## config.mk

```make
export PLATFORM = sky130hd
export DESIGN_NAME = encoder_tach_integral_speed_control_flat
export DESIGN_NICKNAME = d
export VERILOG_FILES = /design/src/etisc_pkg.sv /design/src/etisc_if.sv /design/src/encoder_tach_integral_speed_control.sv /design/src/flat_wrapper.sv
export SDC_FILE = /design/constraint.sdc
export NUM_CORES = 2
export LEC_CHECK = 0
export BUFFER_PORTS_ARGS = -buffer_cell sky130_fd_sc_hd__buf_2
export CORE_ASPECT_RATIO = 0.7
export CORE_UTILIZATION = 45
export DETAILED_ROUTE_END_ITERATION = 8
export PLACE_DENSITY = 0.63
export REMOVE_ABC_BUFFERS = 1
export SETUP_SLACK_MARGIN = 0.2
export SLEW_MARGIN = 20
export SYNTH_ARGS = -nofsm -noshare
export SYNTH_HDL_FRONTEND = slang
export SYNTH_SLANG_ARGS = --single-unit
```

## constraint.sdc

```tcl
create_clock -name clk -period 12.2 [get_ports clk]
set_clock_uncertainty 0.05 [all_clocks]
set_input_delay 3.66 -clock clk [delete_from_list [all_inputs] [get_ports clk]]
set_output_delay 3.66 -clock clk [all_outputs]
set_load 0.01 [all_outputs]
```

## src/etisc_pkg.sv

```systemverilog
`timescale 1ns / 1ps
// ----------------------------------------------------------------------------
// etisc_pkg: shared types and constants
// Op codes, register indexes, sequencer states and default values.
// ----------------------------------------------------------------------------
package etisc_pkg;

	localparam int AvgCountDef = 6;
	localparam int CfgIdxW = 3;
	localparam int CfgDataW = 32;

	typedef enum logic [1:0] {
		OP_OVF   = 2'd0,
		OP_RCAP  = 2'd1,
		OP_LCAP  = 2'd2,
		OP_TICK  = 2'd3
	} op_t;

	typedef enum logic [2:0] {
		REG_GAIN  = 3'd0,
		REG_SCALE = 3'd1,
		REG_MINSP = 3'd2,
		REG_DMIN  = 3'd3,
		REG_DMAX  = 3'd4
	} reg_idx_t;

	typedef enum logic [3:0] {
		ST_IDLE,
		ST_AVG,
		ST_WSTART,
		ST_DIV,
		ST_INTEG,
		ST_MUL,
		ST_DRIVE,
		ST_OUT
	} state_t;

	typedef struct packed {
		logic [1:0]  op;
		logic [15:0] capture_time;
		logic [14:0] desired_speed;
		logic signed [15:0] speed_offset;
	} in_beat_t;

	typedef struct packed {
		logic [9:0]  left_drive;
		logic [9:0]  right_drive;
		logic [31:0] left_measured;
		logic [31:0] right_measured;
		logic [31:0] left_edges;
		logic [31:0] right_edges;
	} out_beat_t;

endpackage

```

## src/etisc_if.sv

```systemverilog
`timescale 1ns / 1ps
// ----------------------------------------------------------------------------
// etisc_in_if / etisc_out_if: valid/ready channels
// One beat moves when valid and ready are both high.
// ----------------------------------------------------------------------------
interface etisc_in_if;
	logic valid;
	logic ready;
	etisc_pkg::in_beat_t data;
	modport source (output valid, output data, input ready);
	modport sink (input valid, input data, output ready);
endinterface

interface etisc_out_if;
	logic valid;
	logic ready;
	etisc_pkg::out_beat_t data;
	modport source (output valid, output data, input ready);
	modport sink (input valid, input data, output ready);
endinterface

```

## src/encoder_tach_integral_speed_control.sv

```systemverilog
`timescale 1ns / 1ps
// ----------------------------------------------------------------------------
// encoder_tach_integral_speed_control: two-wheel encoder PI speed loop
// Period capture, averaging, and integral speed control on control ticks.
// ----------------------------------------------------------------------------
// Overflow beats finish in idle. Capture beats pass through an averaging
// state, where a group close of AVG_COUNT periods averages by one
// reciprocal multiply. Control ticks: per wheel a setup, a divide, an
// integrate, a multiply and a drive step (setup only if below min speed),
// then the output register loads once free; input ready returns after it.
// Reset (arst_n low) clears all wheel state and loads register defaults.
module encoder_tach_integral_speed_control #(
	parameter int AVG_COUNT = etisc_pkg::AvgCountDef
) (
	input  logic clk,
	input  logic arst_n,
	input  logic cfg_we,
	input  logic [etisc_pkg::CfgIdxW-1:0] cfg_idx,
	input  logic [etisc_pkg::CfgDataW-1:0] cfg_data,
	etisc_in_if.sink   in_ch,
	etisc_out_if.source out_ch
);

	// reciprocal of AVG_COUNT: q = (x * AvgRecip) >> AvgShift, exact for 32-bit x
	localparam int AvgShift = 32 + $clog2(AVG_COUNT);
	localparam logic [32:0] AvgRecip =
		33'(((64'd1 << AvgShift) + 64'(AVG_COUNT) - 64'd1) / 64'(AVG_COUNT));

	// configuration registers
	logic [15:0] gain_q;
	logic [31:0] scale_q;
	logic [14:0] minsp_q;
	logic [9:0]  dmin_q, dmax_q;

	always_ff @(posedge clk or negedge arst_n) begin
		if (!arst_n) begin
			gain_q  <= 16'd256;
			scale_q <= 32'd384000000;
			minsp_q <= 15'd2560;
			dmin_q  <= 10'd80;
			dmax_q  <= 10'd720;
		end else if (cfg_we) begin
			case (cfg_idx)
				etisc_pkg::REG_GAIN:  gain_q  <= cfg_data[15:0];
				etisc_pkg::REG_SCALE: scale_q <= cfg_data;
				etisc_pkg::REG_MINSP: minsp_q <= cfg_data[14:0];
				etisc_pkg::REG_DMIN:  dmin_q  <= cfg_data[9:0];
				etisc_pkg::REG_DMAX:  dmax_q  <= cfg_data[9:0];
				default: ;
			endcase
		end
	end

	// per-wheel state, index 0 = left, 1 = right
	logic [31:0] accum_q [2];
	logic [31:0] psum_q [2];
	logic [2:0]  cnt_q [2];
	logic [31:0] pavg_q [2];
	logic signed [31:0] integ_q [2];
	logic [31:0] edges_q [2];

	etisc_pkg::state_t state_q, state_d;
	etisc_pkg::in_beat_t beat_q;
	logic wheel_q;                 // wheel being processed
	logic [5:0] step_q;            // divider / multiplier step count

	// serial units: restoring divider and shift-add multiplier (step count shared)
	logic [31:0] dvd_q;            // dividend / quotient
	logic [32:0] rem_q;            // remainder
	logic [31:0] dsr_q;            // divisor
	logic signed [49:0] prod_q;    // gain * acc product
	logic [15:0] mcand_q;
	logic signed [31:0] mplier_q;
	logic signed [17:0] target_q;
	logic [31:0] meas_q;
	logic signed [32:0] acc_w;
	logic [9:0] drv_d;
	logic [32:0] rem_sh;
	logic [33:0] rem_sub;
	logic signed [51:0] corr;
	logic [38:0] drv_raw;
	logic [66:0] avg_prod;

	// per-wheel results collected while the tick runs
	logic [9:0]  ldrv_q, rdrv_q;
	logic [31:0] lmeas_q, rmeas_q;

	etisc_pkg::out_beat_t obuf_q;
	logic ovalid_q;
	logic out_load;

	logic in_fire;
	assign in_fire = in_ch.valid && in_ch.ready;
	assign in_ch.ready = (state_q == etisc_pkg::ST_IDLE);
	assign out_ch.valid = ovalid_q;
	assign out_ch.data = obuf_q;
	// output register takes a new result when empty or when the previous one is taken
	assign out_load = (state_q == etisc_pkg::ST_OUT) && (!ovalid_q || out_ch.ready);

	assign rem_sh  = {rem_q[31:0], dvd_q[31]};
	assign rem_sub = {1'b0, rem_sh} - {2'b0, dsr_q};

	// target of the current wheel
	logic signed [17:0] tgt_d;
	always_comb begin
		if (wheel_q)
			tgt_d = 18'(signed'({1'b0, beat_q.desired_speed})) + 18'(beat_q.speed_offset);
		else
			tgt_d = 18'(signed'({1'b0, beat_q.desired_speed})) - 18'(beat_q.speed_offset);
	end

	// saturating integrator add
	logic signed [33:0] acc_raw;
	always_comb begin
		acc_raw = 34'(integ_q[wheel_q]) + 34'(target_q) - 34'(signed'({1'b0, meas_q}));
		if (acc_raw > 34'sh07FFFFFFF)
			acc_w = 33'sh07FFFFFFF;
		else if (acc_raw < -34'sh080000000)
			acc_w = -33'sh080000000;
		else
			acc_w = acc_raw[32:0];
	end

	// drive from corrected value
	always_comb begin
		corr = 52'(target_q) * 52'sd256 + 52'(prod_q);
		drv_raw = corr[51:13];
		if (corr < 0)
			drv_d = dmin_q;
		else if (drv_raw < 39'(dmin_q))
			drv_d = dmin_q;
		else if (drv_raw > 39'(dmax_q))
			drv_d = dmax_q;
		else
			drv_d = drv_raw[9:0];
	end

	// next state
	always_comb begin
		state_d = state_q;
		case (state_q)
			etisc_pkg::ST_IDLE:
				if (in_fire) begin
					case (in_ch.data.op)
						etisc_pkg::OP_TICK: state_d = etisc_pkg::ST_WSTART;
						etisc_pkg::OP_OVF:  state_d = etisc_pkg::ST_IDLE;
						default:            state_d = etisc_pkg::ST_AVG;
					endcase
				end
			etisc_pkg::ST_AVG: state_d = etisc_pkg::ST_IDLE;
			etisc_pkg::ST_WSTART:
				if (tgt_d < 18'(signed'({1'b0, minsp_q})))
					state_d = wheel_q ? etisc_pkg::ST_OUT : etisc_pkg::ST_WSTART;
				else
					state_d = etisc_pkg::ST_DIV;
			etisc_pkg::ST_DIV:
				if (step_q == 6'd32) state_d = etisc_pkg::ST_INTEG;
			etisc_pkg::ST_INTEG: state_d = etisc_pkg::ST_MUL;
			etisc_pkg::ST_MUL:
				if (step_q == 6'd15) state_d = etisc_pkg::ST_DRIVE;
			etisc_pkg::ST_DRIVE:
				state_d = wheel_q ? etisc_pkg::ST_OUT : etisc_pkg::ST_WSTART;
			etisc_pkg::ST_OUT:
				if (out_load) state_d = etisc_pkg::ST_IDLE;
			default: state_d = etisc_pkg::ST_IDLE;
		endcase
	end

	always_ff @(posedge clk or negedge arst_n) begin
		if (!arst_n)
			state_q <= etisc_pkg::ST_IDLE;
		else
			state_q <= state_d;
	end

	// datapath
	logic        cwheel;
	assign cwheel = (beat_q.op == etisc_pkg::OP_RCAP);
	assign avg_prod = 67'(psum_q[cwheel]) * 67'(AvgRecip);

	always_ff @(posedge clk or negedge arst_n) begin
		if (!arst_n) begin
			for (int w = 0; w < 2; w++) begin
				accum_q[w] <= '0;
				psum_q[w]  <= '0;
				cnt_q[w]   <= '0;
				pavg_q[w]  <= '0;
				integ_q[w] <= '0;
				edges_q[w] <= '0;
			end
			ovalid_q <= 1'b0;
			wheel_q  <= 1'b0;
			step_q   <= '0;
		end else begin
			if (out_load) begin
				obuf_q   <= {ldrv_q, rdrv_q, lmeas_q, rmeas_q, edges_q[0], edges_q[1]};
				ovalid_q <= 1'b1;
			end else if (out_ch.valid && out_ch.ready)
				ovalid_q <= 1'b0;
			case (state_q)
				etisc_pkg::ST_IDLE:
					if (in_fire) begin
						beat_q  <= in_ch.data;
						wheel_q <= 1'b0;
						step_q  <= '0;
						case (in_ch.data.op)
							etisc_pkg::OP_OVF: begin
								accum_q[0] <= accum_q[0] + 32'd65536;
								accum_q[1] <= accum_q[1] + 32'd65536;
							end
							etisc_pkg::OP_TICK: ;
							default: begin
								// close one period for the captured wheel
								logic w;
								w = (in_ch.data.op == etisc_pkg::OP_RCAP);
								accum_q[w] <= 32'd0 - 32'(in_ch.data.capture_time);
								edges_q[w] <= edges_q[w] + 32'd1;
								psum_q[w]  <= psum_q[w] + accum_q[w]
									+ 32'(in_ch.data.capture_time);
								cnt_q[w]   <= cnt_q[w] + 3'd1;
							end
						endcase
					end
				etisc_pkg::ST_AVG: begin
					// group close: period sum times the reciprocal of AVG_COUNT
					if (cnt_q[cwheel] >= 3'(AVG_COUNT)) begin
						pavg_q[cwheel] <= avg_prod[AvgShift +: 32];
						psum_q[cwheel] <= '0;
						cnt_q[cwheel]  <= '0;
					end
				end
				etisc_pkg::ST_WSTART: begin
					target_q <= tgt_d;
					dvd_q    <= scale_q;
					rem_q    <= '0;
					dsr_q    <= pavg_q[wheel_q];
					step_q   <= '0;
					if (tgt_d < 18'(signed'({1'b0, minsp_q}))) begin
						if (wheel_q) begin
							rdrv_q  <= '0;
							rmeas_q <= '0;
						end else begin
							ldrv_q  <= '0;
							lmeas_q <= '0;
						end
						wheel_q <= 1'b1;
					end
				end
				etisc_pkg::ST_DIV: begin
					if (!rem_sub[33]) begin
						rem_q <= rem_sub[32:0];
						dvd_q <= {dvd_q[30:0], 1'b1};
					end else begin
						rem_q <= rem_sh;
						dvd_q <= {dvd_q[30:0], 1'b0};
					end
					step_q <= step_q + 6'd1;
					if (step_q == 6'd32) begin
						// divide by zero gives all ones naturally
						meas_q <= dvd_q;
						step_q <= '0;
					end
				end
				etisc_pkg::ST_INTEG: begin
					integ_q[wheel_q] <= acc_w[31:0];
					mplier_q <= acc_w[31:0];
					mcand_q  <= gain_q;
					prod_q   <= '0;
					step_q   <= '0;
				end
				etisc_pkg::ST_MUL: begin
					// shift-add over the 16 gain bits, MSB first
					if (mcand_q[15])
						prod_q <= (prod_q <<< 1) + 50'(mplier_q);
					else
						prod_q <= prod_q <<< 1;
					mcand_q <= {mcand_q[14:0], 1'b0};
					step_q <= step_q + 6'd1;
				end
				etisc_pkg::ST_DRIVE: begin
					if (wheel_q) begin
						rdrv_q  <= drv_d;
						rmeas_q <= meas_q;
					end else begin
						ldrv_q  <= drv_d;
						lmeas_q <= meas_q;
					end
					wheel_q <= 1'b1;
				end
				default: ;
			endcase
		end
	end

`ifndef SYNTHESIS
	a_ready_idle: assert property (@(posedge clk) disable iff (!arst_n)
		in_ch.ready |-> (state_q == etisc_pkg::ST_IDLE))
		else $error("ready outside idle");
	a_out_from_seq: assert property (@(posedge clk) disable iff (!arst_n)
		$rose(ovalid_q) |-> ($past(state_q) == etisc_pkg::ST_OUT))
		else $error("result without sequence");
	a_cnt_range: assert property (@(posedge clk) disable iff (!arst_n)
		(state_q == etisc_pkg::ST_IDLE)
			|-> (cnt_q[0] < 3'(AVG_COUNT) && cnt_q[1] < 3'(AVG_COUNT)))
		else $error("sample count overrun");
	a_drive_steps: assert property (@(posedge clk) disable iff (!arst_n)
		(state_q == etisc_pkg::ST_DRIVE) |-> (step_q == 6'd16))
		else $error("multiply steps");
`endif

endmodule

```

## src/flat_wrapper.sv

```systemverilog
// flat-port wrapper written by rule: the top's interface ports become plain ports
module encoder_tach_integral_speed_control_flat 
#(
	parameter int AVG_COUNT = etisc_pkg::AvgCountDef
)
  (clk, arst_n, cfg_we, cfg_idx, cfg_data, in_ch_valid, in_ch_data, in_ch_ready, out_ch_valid, out_ch_data, out_ch_ready);
  etisc_in_if in_ch_i ();
  etisc_out_if out_ch_i ();
  input  logic clk;
  input  logic arst_n;
  input  logic cfg_we;
  input  logic [etisc_pkg::CfgIdxW-1:0] cfg_idx;
  input  logic [etisc_pkg::CfgDataW-1:0] cfg_data;
  input wire logic [$bits(in_ch_i.valid)-1:0] in_ch_valid;
  input wire logic [$bits(in_ch_i.data)-1:0] in_ch_data;
  output wire logic [$bits(in_ch_i.ready)-1:0] in_ch_ready;
  output wire logic [$bits(out_ch_i.valid)-1:0] out_ch_valid;
  output wire logic [$bits(out_ch_i.data)-1:0] out_ch_data;
  input wire logic [$bits(out_ch_i.ready)-1:0] out_ch_ready;
  assign in_ch_i.valid = in_ch_valid;
  assign in_ch_i.data = in_ch_data;
  assign in_ch_ready = in_ch_i.ready;
  assign out_ch_valid = out_ch_i.valid;
  assign out_ch_data = out_ch_i.data;
  assign out_ch_i.ready = out_ch_ready;
  encoder_tach_integral_speed_control #(.AVG_COUNT(AVG_COUNT)) u_core (.clk(clk), .arst_n(arst_n), .cfg_we(cfg_we), .cfg_idx(cfg_idx), .cfg_data(cfg_data), .in_ch(in_ch_i), .out_ch(out_ch_i));
endmodule
```

==> impl_metrics.py <==
metrics = {
    "critical_path": {
        "cp-end-kind": "flip-flop",
        "timing.rr.start": "u_core.beat_q[48]",
        "critPathKind": "flip-flop to flip-flop",
        "cpMostUsedCell": "fa_1",
        "slowest_stage": "nor2b_4",
        "critical_path.max_fanout": 27,
        "reg2reg_depth": 28,
        "cp.required_ps": 12710,
        "crit_arrival_ps": 10770,
        "rr_endpoint": "u_core.pavg_q[29]",
        "critical_path.max_stage_delay_ps": 700,
        "critPathLaunchType": "flip-flop",
        "r2r_setup_slack_ps": 1940,
    },
    "synth": {
        "synth_area_leader_cell": "edfxtp_1",
        "seq_area_frac_synth": 0.395,
        "syn_inst": 6007,
        "synthTopCellsByCount": "inv_1, ha_1, edfxtp_1",
        "synth_seq_cells": 922,
        "synth-edff-count": 506,
        "syn_area_mm2": 0.0649,
        "synth.most_common_cell": "inv_1",
        "postSynthAreaPerCell_um2": 10.8,
        "synth_top_area_share": 0.234,
        "yosysUniqueCellTypes": 90,
        "async_reset_ff_frac": 0.451,
        "yosys-top-cells-area": "edfxtp_1, dfrtp_1, fa_1",
        "yosys_warnings": 0,
        "ys.flop_type": "edfxtp_1",
    },
    "sta": {
        "fmax_mhz": 97.4,
        "fin_tns_setup_ps": 0,
        "rsz0062_at_grt": "no",
        "max_slew.worst_pin.slew_ps": 1070,
        "slew_viol_final": 0,
        "period_minus_slack_ps": 10260,
        "setup_violations": 0,
        "fin_crit_sh": 0.841,
        "finalHoldViolCount": 0,
        "maxSlewHeadroom": 0.286,
    },
    "grt": {
        "grtUsageTotal": 0.252,
        "grt_pass1_vias": 44696,
        "antenna_found_initial": 9,
        "grt_pass1_wl_mm": 280,
        "grt_overflow": 0,
        "grt_max_degree": 130,
    },
    "route": {
        "via_count": 45463,
        "drt_iter0_drc": 4228,
        "ant_nets": 0,
        "drt_first_pass_iters": 6,
        "drc": 0,
        "routed_wl_mm": 181,
        "wl_per_cell_um": 22.1,
        "avgViaCountPerCell": 5.55,
    },
    "hold_path": {
        "min-delay-start": "u_core.lmeas_q[28]",
        "hold_depth": 0,
        "hp-class": "flip-flop to flip-flop",
        "hold_path_end": "u_core.out_ch.data[124]",
    },
    "layout": {
        "area_growth_pct": 10.3,
        "drive_above_1_share": 0.122,
        "final_util": 0.501,
        "nNetsFinal": 7313,
    },
    "placed_design": {
        "port_buffers": 238,
        "gp_congestion": 0.986,
        "place_hpwl_mm": 143,
    },
    "floorplan": {
        "pin_count": 239,
        "dieArea_mm2": 0.146,
        "die_w_um": 456,
        "start_util": 0.454,
        "row_count": 116,
        "coreArea_mm2": 0.143,
        "die_h_um": 320,
    },
    "clock_network": {
        "post_cts_buffers": 0,
        "clock_path_buffers": 3,
        "h-tree-depth": 3,
        "clk_pin_slew_worst_paths_ps": 60,
        "cts_sinks": 922,
        "cts_buffers": 93,
        "hold_buffers": 0,
        "clk_latency_ps": 750,
        "postCtsResizedCells": 0,
        "cts_tree": "yes",
        "root_buffer": "clkbuf_16",
    },
    "outcome": {
        "outcome": "finished, final reports clean",
    },
    "flow_run": {
        "max_cap_viol_count": 0,
    },
}
[cell usage in the layout, fill, tap and decap left out, types with 24 or more instances in the layout]
cell type	n
edfxtp_1	506
nand3_1	90
a221o_1	36
o21bai_1	24
a21oi_1	323
a31oi_1	47
xnor2_1	211
and3_1	50
nor3_1	72
xor2_1	102
buf_4	45
inv_1	850
o31ai_1	24
a21o_1	112
nor2_1	286
clkbuf_1	26
nand2_1	442
dfrtp_1	396
fa_1	405
and2_1	61
nor2b_1	35
o21ai_0	280
nand4_1	46
o21a_1	41
mux2i_1	118
a211oi_1	39
nand2b_1	26
clkbuf_16	97
a22o_1	91
nor4_1	28
ha_1	594
mux2_2	242
buf_2	237
[critical path, delay by kind of cell, from the launching register on]
kind / cells / cell delay, ps
and+or+nand+nor: 3 / 980
muxes: 1 / 620
AOI/OAI and AO/OA: 10 / 2700
adders and majority gates: 8 / 3900
buffers and inverters: 4 / 670
xor gates and xnor gates: 2 / 740
DFF: 1 / 410
[sequential cells by signal, indices dropped and copies added (netlist names), 15 cells and up]
name	cells
u_core.gain_q	16
u_core.dvd_q	32
u_core.meas_q	32
u_core.out_ch.data	148
u_core.target_q	17
u_core.rem_q	32
u_core.pavg_q	60
u_core.psum_q	64
u_core.beat_q	33
u_core.rmeas_q	32
u_core.integ_q	64
u_core.accum_q	64
u_core.mplier_q	32
u_core.dsr_q	30
u_core.mcand_q	16
u_core.scale_q	32
u_core.prod_q	50
u_core.lmeas_q	32
u_core.minsp_q	15
u_core.edges_q	64
[cell type report]
| type | instances | area (um2) |
|---|---|---|
| Fill cell | 12825 | 71500 |
| Multi-Input combinational cell | 4069 | 35600 |
| Sequential cell | 922 | 25600 |
| Inverter | 854 | 3210 |
| Clock buffer | 127 | 2580 |
| Tap cell | 1888 | 2360 |
| Timing Repair Buffer | 284 | 1560 |
| Clock inverter | 46 | 649 |
| Antenna cell | 2 | 5.00 |
[metal layers]
layer,vias to the layer above,wire length [um],share of wire,track usage
li1,21279,-,-,-
met1,22563,90700,0.50,0.402
met2,1459,72500,0.40,0.345
met3,158,15400,0.085,0.0621
met4,4,2640,0.015,0.0405
met5,-,28,0.00015,0
[logic make-up (layout without fill, tap and decap cells)]
kind of cell               count (synthesis)  after routing  synth area share
AOI/OAI and AO/OA                       1158           1158             0.115
xor gates and xnor gates                 313            313            0.0422
adders and majority gates               1000           1000             0.239
buffers and inverters                   1016           1311            0.0588
DFF                                      922            922             0.395
muxes                                    360            360            0.0602
other                                      0              2                 0
and+or+nand+nor                         1238           1238            0.0892
[stage by stage]
stage,setup slack [ps],instances,instance area (um2),hold WS (ps)
3_5_place_dp,2020,8017,68400,355
4_1_cts,1940,8190,71600,345
5_1_grt,1290,8191,71600,358
6_report,1940,8192,71600,342
3_3_place_gp,2220,8017,68400,351
2_1_floorplan,1690,5845,64300,350
[worst max path at each step]
| stage | startpoint | to | slack (ps) | cells after the start |
|---|---|---|---|---|
| 6_report | u_core.beat_q[48] | u_core.pavg_q[29] | 1940 | 28 |
| 3_3_place_gp | u_core.beat_q[48] | u_core.pavg_q[29] | 2220 | 29 |
| 4_1_cts | u_core.beat_q[48] | u_core.pavg_q[29] | 1940 | 28 |
| 5_1_grt | u_core.beat_q[48] | u_core.pavg_q[29] | 1290 | 28 |
| 2_1_floorplan | in_ch_data[48] | u_core.psum_q[63] | 1690 | 19 |
| 3_5_place_dp | u_core.beat_q[48] | u_core.pavg_q[29] | 2020 | 28 |
Power is left out: the tool's default activity adds up to more than one toggle a clock period on the data nets, which glitch-free logic cannot reach.
